### src/hdl/pswrl_pkg.sv
package pswrl_pkg;

    typedef struct packed {
        logic [1:0]  req_type;
        logic [31:0] source_id;
        logic [47:0] time_ms;
        logic [4:0]  local_hour;
        logic [4:0]  hour_before;
        logic [3:0]  object_class;
    } req_t;

    typedef struct packed {
        logic [2:0]  outcome;
        logic [3:0]  class_index;
        logic [15:0] class_count;
        logic [19:0] digest_total;
        logic        last;
    } rsp_t;

    localparam logic [1:0] RQ_EVENT  = 2'd0;
    localparam logic [1:0] RQ_OBJECT = 2'd1;
    localparam logic [1:0] RQ_DIGEST = 2'd2;
    localparam logic [1:0] RQ_NONE   = 2'd3;

    localparam logic [2:0] OC_PASS   = 3'd0;
    localparam logic [2:0] OC_SILENT = 3'd1;
    localparam logic [2:0] OC_BUDGET = 3'd2;
    localparam logic [2:0] OC_FULL   = 3'd3;
    localparam logic [2:0] OC_DIGEST = 3'd4;

    localparam logic [1:0] CFG_BUDGET    = 2'd0;
    localparam logic [1:0] CFG_SIL_START = 2'd1;
    localparam logic [1:0] CFG_SIL_END   = 2'd2;

    localparam logic [47:0] HOUR_MS        = 48'd3600000;
    localparam logic [7:0]  DEFAULT_BUDGET = 8'd6;
    localparam logic [4:0]  MAX_OUT        = 5'd16;
    localparam logic [19:0] TOTAL_MAX      = 20'hFFFFF;
    localparam logic [15:0] CNT_MAX        = 16'hFFFF;

    typedef struct packed {
        logic       latch;
        logic       scan_clr;
        logic       scan_rd;
        logic       scan_inc;
        logic       alloc;
        logic       load_rd;
        logic       elap_cap;
        logic       win_reset;
        logic       cls_clr;
        logic       cls_inc;
        logic       addr_cls;
        logic       cnt_rd;
        logic       cnt_wr;
        logic       wr_bump;
        logic       sum_clr;
        logic       sum_acc;
        logic       n_clr;
        logic       emit_out;
        logic       pass_wr;
        logic       out_load;
        logic [2:0] out_code;
    } cmd_t;

    typedef struct packed {
        logic [1:0] req_type;
        logic       scan_end;
        logic       tag_hit;
        logic       full;
        logic       cls_last;
        logic       cls_ok;
        logic       elapsed;
        logic       elapsed_hold;
        logic       silent_now;
        logic       silent_prev;
        logic       budget_hit;
        logic       any_nz;
        logic       cnt_nz;
        logic       emit_room;
        logic       out_free;
    } sts_t;

    function automatic logic is_silent(input logic [5:0] s, input logic [5:0] e,
                                       input logic [4:0] h);
        logic signed [6:0] hs;
        logic signed [6:0] ss;
        logic signed [6:0] es;
        logic              r;
        hs = {2'b00, h};
        ss = {s[5], s};
        es = {e[5], e};
        if (ss < 0 || es < 0 || ss == es)
            r = 1'b0;
        else if (ss < es)
            r = (hs >= ss) && (hs < es);
        else
            r = (hs >= ss) || (hs < es);
        return r;
    endfunction

endpackage

### src/hdl/pswrl_ctrl.sv
module pswrl_ctrl (
    input  logic             clk,
    input  logic             rst_n,
    input  logic             in_valid,
    output logic             in_ready,
    input  pswrl_pkg::sts_t  sts,
    output pswrl_pkg::cmd_t  cmd
);
    import pswrl_pkg::*;

    localparam logic [3:0] S_IDLE     = 4'd0;
    localparam logic [3:0] S_SCAN_RD  = 4'd1;
    localparam logic [3:0] S_SCAN_CMP = 4'd2;
    localparam logic [3:0] S_MISS     = 4'd3;
    localparam logic [3:0] S_FULL     = 4'd4;
    localparam logic [3:0] S_CHECK    = 4'd5;
    localparam logic [3:0] S_CLEAR    = 4'd6;
    localparam logic [3:0] S_DECIDE   = 4'd7;
    localparam logic [3:0] S_BUMP_RD  = 4'd8;
    localparam logic [3:0] S_BUMP_WR  = 4'd9;
    localparam logic [3:0] S_SUM_RD   = 4'd10;
    localparam logic [3:0] S_SUM_ACC  = 4'd11;
    localparam logic [3:0] S_SUM_DONE = 4'd12;
    localparam logic [3:0] S_EMIT_RD  = 4'd13;
    localparam logic [3:0] S_EMIT     = 4'd14;

    logic [3:0] state_reg;
    logic [3:0] state_next;

    always_ff @(posedge clk or negedge rst_n)
    begin
        if (!rst_n)
            state_reg <= S_IDLE;
        else
            state_reg <= state_next;
    end

    always_comb
    begin
        state_next = state_reg;
        cmd        = '0;
        in_ready   = 1'b0;
        unique case (state_reg)
            S_IDLE:
            begin
                in_ready = 1'b1;
                if (in_valid)
                begin
                    cmd.latch    = 1'b1;
                    cmd.scan_clr = 1'b1;
                    state_next   = S_SCAN_RD;
                end
            end
            S_SCAN_RD:
            begin
                if (sts.req_type == RQ_NONE)
                    state_next = S_IDLE;
                else if (sts.scan_end)
                    state_next = S_MISS;
                else
                begin
                    cmd.scan_rd = 1'b1;
                    state_next  = S_SCAN_CMP;
                end
            end
            S_SCAN_CMP:
            begin
                if (sts.tag_hit)
                begin
                    if (sts.req_type == RQ_OBJECT)
                        state_next = S_BUMP_RD;
                    else
                    begin
                        cmd.load_rd = 1'b1;
                        state_next  = S_CHECK;
                    end
                end
                else
                begin
                    cmd.scan_inc = 1'b1;
                    state_next   = S_SCAN_RD;
                end
            end
            S_MISS:
            begin
                if (sts.req_type == RQ_DIGEST)
                    state_next = S_IDLE;
                else if (sts.full)
                    state_next = S_FULL;
                else
                begin
                    cmd.alloc   = 1'b1;
                    cmd.cls_clr = 1'b1;
                    state_next  = S_CLEAR;
                end
            end
            S_FULL:
            begin
                if (sts.out_free)
                begin
                    cmd.out_load = 1'b1;
                    cmd.out_code = OC_FULL;
                    state_next   = S_IDLE;
                end
            end
            S_CHECK:
            begin
                if (sts.req_type == RQ_DIGEST)
                begin
                    cmd.elap_cap = 1'b1;
                    cmd.cls_clr  = 1'b1;
                    cmd.sum_clr  = 1'b1;
                    state_next   = S_SUM_RD;
                end
                else if (sts.elapsed)
                begin
                    cmd.win_reset = 1'b1;
                    cmd.cls_clr   = 1'b1;
                    state_next    = S_CLEAR;
                end
                else
                    state_next = S_DECIDE;
            end
            S_CLEAR:
            begin
                cmd.cnt_wr = 1'b1;
                if (sts.cls_last)
                    state_next = (sts.req_type == RQ_EVENT) ? S_DECIDE : S_BUMP_RD;
                else
                    cmd.cls_inc = 1'b1;
            end
            S_DECIDE:
            begin
                if (sts.out_free)
                begin
                    cmd.out_load = 1'b1;
                    if (sts.silent_now)
                        cmd.out_code = OC_SILENT;
                    else if (sts.budget_hit)
                        cmd.out_code = OC_BUDGET;
                    else
                    begin
                        cmd.out_code = OC_PASS;
                        cmd.pass_wr  = 1'b1;
                    end
                    state_next = S_IDLE;
                end
            end
            S_BUMP_RD:
            begin
                if (!sts.cls_ok)
                    state_next = S_IDLE;
                else
                begin
                    cmd.cnt_rd   = 1'b1;
                    cmd.addr_cls = 1'b1;
                    state_next   = S_BUMP_WR;
                end
            end
            S_BUMP_WR:
            begin
                cmd.cnt_wr   = 1'b1;
                cmd.wr_bump  = 1'b1;
                cmd.addr_cls = 1'b1;
                state_next   = S_IDLE;
            end
            S_SUM_RD:
            begin
                cmd.cnt_rd = 1'b1;
                state_next = S_SUM_ACC;
            end
            S_SUM_ACC:
            begin
                cmd.sum_acc = 1'b1;
                if (sts.cls_last)
                    state_next = S_SUM_DONE;
                else
                begin
                    cmd.cls_inc = 1'b1;
                    state_next  = S_SUM_RD;
                end
            end
            S_SUM_DONE:
            begin
                if (sts.any_nz &&
                    ((!sts.silent_now && sts.silent_prev) || sts.elapsed_hold))
                begin
                    cmd.cls_clr = 1'b1;
                    cmd.n_clr   = 1'b1;
                    state_next  = S_EMIT_RD;
                end
                else
                    state_next = S_IDLE;
            end
            S_EMIT_RD:
            begin
                cmd.cnt_rd = 1'b1;
                cmd.cnt_wr = 1'b1;
                state_next = S_EMIT;
            end
            S_EMIT:
            begin
                if (!(sts.cnt_nz && sts.emit_room) || sts.out_free)
                begin
                    cmd.emit_out = sts.cnt_nz && sts.emit_room;
                    if (sts.cls_last)
                        state_next = S_IDLE;
                    else
                    begin
                        cmd.cls_inc = 1'b1;
                        state_next  = S_EMIT_RD;
                    end
                end
            end
            default:
                state_next = S_IDLE;
        endcase
    end

endmodule

### config.mk
export PLATFORM = sky130hd
export DESIGN_NAME = pswrl_ctrl
export DESIGN_NICKNAME = d
export VERILOG_FILES = /design/src/hdl/pswrl_pkg.sv /design/src/hdl/pswrl_ctrl.sv
export SDC_FILE = /design/constraint.sdc
export NUM_CORES = 1
export LEC_CHECK = 0
export ABC_AREA = 1
export BUFFER_PORTS_ARGS = -buffer_cell sky130_fd_sc_hd__buf_2
export CAP_MARGIN = 10
export CORE_ASPECT_RATIO = 0.9
export CORE_MARGIN = 10
export CORE_UTILIZATION = 39
export CTS_BUF_LIST = sky130_fd_sc_hd__clkbuf_8
export CTS_CLUSTER_SIZE = 10
export DETAILED_ROUTE_END_ITERATION = 10
export PLACE_DENSITY = 0.82
export SLEW_MARGIN = 5
export SYNTH_ARGS = -nofsm -noshare
export SYNTH_HDL_FRONTEND = slang
export SYNTH_SLANG_ARGS = --single-unit
### constraint.sdc
create_clock -name clk -period 1.6 [get_ports clk]
set_input_delay 0.08 -clock clk [delete_from_list [all_inputs] [get_ports clk]]
set_output_delay 0.08 -clock clk [all_outputs]
set_load 0.005 [all_outputs]
* Word level (Yosys, flattened, before mapping)
Index checks and enable logic that the tools add are counted. Widths: inputs -> output; s select.
Word-level totals: register bits 4, bits of input ports 19, output and inout port bits 24, word-level logic and storage cells 96
Cells by class: equal/unequal tests 21, mux-type cells 60, reduce and logical (&&, ||, !) cells 14
Operator list (number):
- $mux 4 | 14
- $pmux 4 s13 | 1
- $mux 1 | 30
- $eq 4x4->1 const B | 7
- $eq 4x3->1 const B | 4
- $mux 2 | 7
- $eq 4x2->1 const B | 2
- $pmux 4 s2 | 1
- $mux 3 | 2
- $ne 2x2->1 const B | 3
- $pmux 1 s2 | 3
- $reduce_or 2->1 | 3
- $mux 5 | 1
- $eq 2x2->1 const B | 2
- $eq 4x1->1 const B | 1
- $logic_not 4->1 | 1
- $reduce_and 4->1 | 1
- $logic_and 1x1->1 | 3
- $pmux 1 s3 | 1
- $reduce_or 3->1 | 1
- $eq 2x1->1 const B | 1
- $logic_not 1->1 | 2
- $logic_not 2->1 | 1
- $logic_or 1x1->1 | 2
- $ne 2x1->1 const B | 1

* Longest topological paths before layout
Gate-level depths: netlist (run 1).
depth after elaboration 6, gate-level depth with buffers 9, mapped depth without buffers 9

* Least setup slack after synthesis (run 1)
No wires, ideal clock.
path kind register to register, start point register state_reg[0], end point register state_reg[3], library setup time 119 ps, data arrival time 1095 ps, required time 1481 ps, path slack 386 ps, stages on the path, launching flop included 9, path buffers 0, period minus slack after synthesis 1214 ps, cells stage by stage dfrtp_1 nor2_2 nand2_1 inv_2 nand2_1 nand3_1 nor2_2 nand2_1 nand2_1
Between the ends: cells in the longest elaborated chain, start to end 4, elaborated cells on any way between the ends 21, those cells by class 17 x eq/ne; 1 x mux; 3 x reduce/logical
RTL lines:
- from (decl) | line pswrl_ctrl.sv:27 | logic [3:0] state_reg;
- from (signal assigned) | line pswrl_ctrl.sv:35 | state_reg <= state_next;
- $eq 4x3->1 | line pswrl_ctrl.sv:43 | unique case (state_reg)
- $reduce_or 2->1 (no source line)
- $ne 2x1->1 (no source line)
- $reduce_and 4->1 (no source line)
Parallel ways exist; a longest one is shown, timed or not. A chain may end at the register's enable or synchronous reset.

==> results of run 1 <==
layer usage:
metal  global-route usage [%]  up-vias  part of all wire [%]
li1                         -      532                     -
met1                     12.9      457                    39
met2                     22.6       26                    54
met3                     2.15        2                   6.5
met4                     4.48        0                  0.73
met5                        0        -                     0
kinds of logic (layout without fill, tap and decap cells):
kind of cell	count (synthesis)	after routing	share of synthesized area, %
compound gates	13	13	9.57
buf+inv	32	74	17.3
other cells	1	1	0.495
flops	4	4	13.2
simple gates	94	94	59.4
path summary, 6_finish.rpt:
kind / start / endpoint / slack (ns) / depth (start not counted)
min in group clk: sts[10] / state_reg[1]$_DFFE_PN0P_ / 0.30 / 6
hold reg to reg: state_reg[0]$_DFFE_PN0P_ / state_reg[0]$_DFFE_PN0P_ / 0.59 / 2
setup reg to reg: state_reg[2]$_DFFE_PN0P_ / state_reg[3]$_DFFE_PN0P_ / 0.25 / 9
hold / removal: rst_n / state_reg[1]$_DFFE_PN0P_ / 0.20 / 2
max in group asynchronous: rst_n / state_reg[0]$_DFFE_PN0P_ / 1.27 / 2
setup / recovery: state_reg[0]$_DFFE_PN0P_ / cmd[20] / 0.11 / 7
where the power goes:
group | leakage (uW) | total (uW) | switching [uW] | internal [uW]
sequential | 0.0000464 | 249 | 97.8 | 151
clock | 0.0000216 | 211 | 50.3 | 160
combinational | 0.000626 | 813 | 520 | 293
total | 0.000694 | 1270 | 668 | 604
cell type report:
class | instances | share of cell area (%)
Tap cell | 25 | 2.97
Sequential cell | 4 | 9.99
Inverter | 29 | 10.6
Clock buffer | 3 | 3.92
Timing Repair Buffer | 42 | 20.5
Multi-Input combinational cell | 108 | 52.1
stage by stage:
stage                     util [%]  cells   TNS, ns  total power, uW
after global placement        51.8    207         0              986
after global routing          56.1    211  -0.00354             1420
after CTS                     54.5    211         0             1210
after floorplan                  -    144         0              764
after detailed placement      51.8    207         0              994
final                         56.1    211         0             1270
synth_stat cells:
library cell,number
nand2_1,41
a211oi_1,1
clkinv_1,1
nand2_2,3
o21ai_1,1
inv_1,23
inv_2,5
a31oi_1,1
nor4_1,1
buf_4,3
nor2_1,18
or2_1,1
o21ai_2,1
dfrtp_1,4
nand4_1,1
nor2_8,1
nand3_2,1
o21ai_0,6
conb_1,1
nor3_1,1
nor2_2,6
nand3_1,17
nor2_4,3
a21oi_1,3
critical path: stages, from the launching register on:
cell and delay (ns):
dfrtp_2 0.43, inv_1 0.10, nor2_4 0.17, nand2_1 0.12, a21oi_2 0.14, inv_1 0.05
nor2_1 0.07, buf_2 0.11
timing repair:
| action | in CTS | in global routing |
|---|---|---|
| setup endpoints to repair | 0 | 7 |
| hold endpoints to repair | 4 | 0 |
| hold buffers | 1 | 0 |
| gates resized for setup | 0 | 11 |
| setup buffers | 0 | 0 |
==> flow_summary.toml, run 1 <==
[sta]
fin_ws_ns = 0.111
hold_viol = 0
setup_viol = 0
skew_ns = 0.000726
min_period_over_period_pct = 93.0
max_clock_freq_ghz = 0.672
holdWs_ns = 0.199
rsz0062_at_grt = "true"
min_period_ns = 1.49
slew_violations = 0

[clock_tree]
cts_tree = "yes"
clock-sinks = 4
cts_buffer_depth = 2
cts-root-buf = "clkbuf_8"
numCtsBuffers = 3
clk_pin_slew_ns = 0.03
clk_latency_ns = 0.22
htree_levels = 1

[setup_path]
crit_required_ns = 1.52
crit_path_start_kind = "flip-flop"
path_class = "flip-flop to primary output"
path_max_fanout = 7
crit_path_end_kind = "primary output"
cp.arrival_ns = 1.41

[power]
leakage_uw = 0.000694
power_density_nw_per_um2 = 1210
vdd_drop_max_mv = 0.895

[route]
drt_iter0_drc = 36
ant_nets = 0
finalWirelength_mm = 2.46
wl_per_cell_um = 11.7
drc_errors = 0
drt_pass1_iterations = 4
vias_per_cell = 4.82
vias = 1017

[job]
drv_cap = 0

[synth]
synth_top_area_cell = "nand2_1"
yosysWarnings = 0
yosysTopAreaCellShare_pct = 20.3
synth_cell_type_count = 24
synth_area_leaders = "nand2_1 20%, dfrtp_1 13%, inv_1 11%, nand3_1 11%, nor2_1 8.9%"
seq_area_frac_synth_pct = 13.2
syn-cell-area_um2 = 758
yosys_register_bits = 4
syn_area_per_cell_um2 = 5.27
synth_fp_nets = 163
netlist_instances = 144

[floorplan]
ios = 43
rows = 15
die-area_um2 = 4110
fp.dieH_um = 61.8
start_util_pct = 40.4
core_um2 = 1880
die_x_um = 66.5

[placed_design]
gp_congestion = 0.974
port_buffers = 41
dpl.hpwl_mm = 2.11
placed_area_um2 = 972
pre_cts_ws_ns = 0.205

[grt]
grt_usage_pct = 11.9
grt_max_degree = 11
grt_pass1_vias = 903
antenna_found_initial = 0
overflow = 0
grt_pass1_wl_mm = 3.91

[run_status]
status = "finished, final reports clean"

[final_layout]
largest_reg_flops = 4
drive_above_1_share_pct = 37.6
fillers = 202
multi_input_area_um2 = 548
layout.nets = 207
stdcell_area_um2 = 1050
mostFrequentLayoutCells = "41 x nand2_1, 41 x buf_2, 23 x inv_1, 17 x nand3_1, 17 x nor2_1"
synthToLayoutAreaGrowth_pct = 38.8
num_antenna_cells = 0
seqCellArea_um2 = 105

[worst_hold_path]
hp-class = "input pin to async pin"
Note: power is estimated with default switching activity, not from simulation.
==> inputs of run 2 (changes only) <==
==> constraint.sdc (replaced) <==
create_clock -name clk -period 1.6 [get_ports clk]
set_input_delay 0.24 -clock clk [delete_from_list [all_inputs] [get_ports clk]]
set_output_delay 0.24 -clock clk [all_outputs]
set_load 0.005 [all_outputs]
==> run 2 against run 1 <==
The flow now finishes with violations (setup timing). Die area unchanged. Final area is 21% higher. Combinational power up 45%. Register-to-register slack worse by 0.19 ns. Global-route usage rose by 2.4 points. Non-clock buffer count grew 19. Clock skew grew 0.0028 ns. Hold slack improved by 0.16 ns. Clock power barely moved. First-iteration DRC count increased by 110%. Critical endpoint is now cmd[13]. Highest routed layer unchanged.
==> flow_summary.toml, run 2 (same netlist as run 1, synthesis figures left out) <==
[grt]
antenna_found_initial = 0
grt_max_degree = 7
busiest_layer = "met2"
grt_use_met3_pct = 3.94
grt_usage_pct = 14.3
overflow = 0
grtUsageMet1_pct = 13.8
grt_pass1_wl_mm = 4.66
grt_pass1_vias = 1085
met2_usage_pct = 27.3

[route]
wl_per_cell_um = 13.7
drt_iter0_drc = 74
vias = 1139
ant_nets = 0
vias_per_cell = 4.95
drc_errors = 0
drt_pass1_iterations = 4
finalWirelength_mm = 3.15

[floorplan]
ios = 43
rows = 15
die_x_um = 66.5
fp.dieH_um = 61.8
start_util_pct = 40.4
core_um2 = 1880
die-area_um2 = 4110

[setup_path]
reg2reg_to = "state_reg[2]$_DFFE_PN0P_"
critPathMaxStageDelay_ns = 0.45
cp_top_family = "flip-flops"
crit_path_start_kind = "flip-flop"
r2r_start = "state_reg[1]$_DFFE_PN0P_"
rr_worst_depth = 10
crit_slowest_cell = "dfrtp_2"
path_max_fanout = 6
crit_required_ns = 1.36
cp.arrival_ns = 1.44
path_class = "flip-flop to primary output"
path_cells = "inv_1 -> nor2_4 -> nand3_1 -> o21ai_1 -> buf_2"
r2r_slack_ns = 0.06
crit_path_end_kind = "primary output"
crit_buf_inv = 2

[sta]
setup_viol = 5
rsz0062_at_grt = "true"
skew_ns = 0.00354
fin_ws_ns = -0.0784
hold_viol = 0
holdWs_ns = 0.354
max_clock_freq_ghz = 0.596
fin_setup_tns_ns = -0.160
min_period_over_period_pct = 105
min_period_ns = 1.68
slew_violations = 0

[placed_design]
gp_congestion = 0.936
port_buffers = 41
dpl.hpwl_mm = 2.20

[final_layout]
final_common_cell = "buf_2"
largest_reg_flops = 4
drive_above_1_share_pct = 51.2
fillers = 164
synthToLayoutAreaGrowth_pct = 68.5
layout.nets = 226
num_antenna_cells = 0
mostFrequentLayoutCells = "41 x buf_2, 37 x nand2_1, 21 x inv_1, 17 x buf_4, 16 x nor2_1"

[job]
drv_cap = 0

[run_status]
failed_checks = "setup timing"
status = "finished, violations left"

[clock_tree]
cts_tree = "yes"
cts-root-buf = "clkbuf_8"
htree_levels = 1
clk_pin_slew_ns = 0.03
cts_buffer_depth = 2
clock-sinks = 4
clk_latency_ns = 0.22
numCtsBuffers = 3

[power]
power_density_nw_per_um2 = 1300
vdd_drop_max_mv = 0.987
p_total_uw = 1660
leakage_uw = 0.000802

[worst_hold_path]
hp-class = "input pin to async pin"
run 2: cell count changes in the layout (fill, tap and decap cells not counted), sizes merged:
| cell | previous run | this run |
|---|---|---|
| inv | 28 | 29 |
| clkinv | 1 | 0 |
| buf | 41 | 60 |
run 2: timing repair:
item                                   in CTS  in global routing
setup buffers                               6                 12
endpoints found under the hold margin       4                  0
pin swaps                                   3                 15
setup endpoints to repair                   7                 18
resized for setup                          14                 21
hold buffers                                1                  0
run 2: worst max path at each step:
| stage | slack (ns) | cells past startpoint | startpoint | end |
|---|---|---|---|---|
| after floorplan | 0.32 | 6 | state_reg[0]$_DFFE_PN0P_ | cmd[20] |
| after global placement | 0.1 | 7 | state_reg[3]$_DFFE_PN0P_ | cmd[13] |
| after detailed placement | 0.13 | 7 | state_reg[3]$_DFFE_PN0P_ | cmd[13] |
| after CTS | -0.03 | 5 | state_reg[1]$_DFFE_PN0P_ | cmd[13] |
| after global routing | -0.15 | 5 | state_reg[1]$_DFFE_PN0P_ | cmd[0] |
| final | -0.08 | 5 | state_reg[1]$_DFFE_PN0P_ | cmd[13] |
run 2: power by group:
group	leakage, uW	internal (uW)	switching (uW)
sequential	0.0000464	151	113
combinational	0.000734	523	659
clock	0.0000216	160	48.7
run 2: area by class of cell:
cell class	count	area, um^2	area share [%]
multi-input cells	108	609	47.7
repair buffers	61	374	29.3
inverters	29	116	9.11
flip-flops and latches	4	105	8.23
clock buffers	3	41.3	3.23
well taps	25	31.3	2.45
run 2: per-stage QoR:
stage                     setup WS [ns]  instance area [um^2]  std cells  util (%)
after detailed placement          0.132                   980        208      52.2
final                           -0.0784                  1280        230      68.1
after floorplan                   0.320                   758        144         -
after global routing             -0.154                  1280        230      68.1
after global placement           0.0968                   980        208      52.2
after CTS                       -0.0309                  1130        218      60.4
run 2: per-layer routing:
metal	share of wire [%]	vias up
li1	-	567
met1	36	516
met2	54	46
met3	7.8	10
met4	2.7	0
met5	0	-
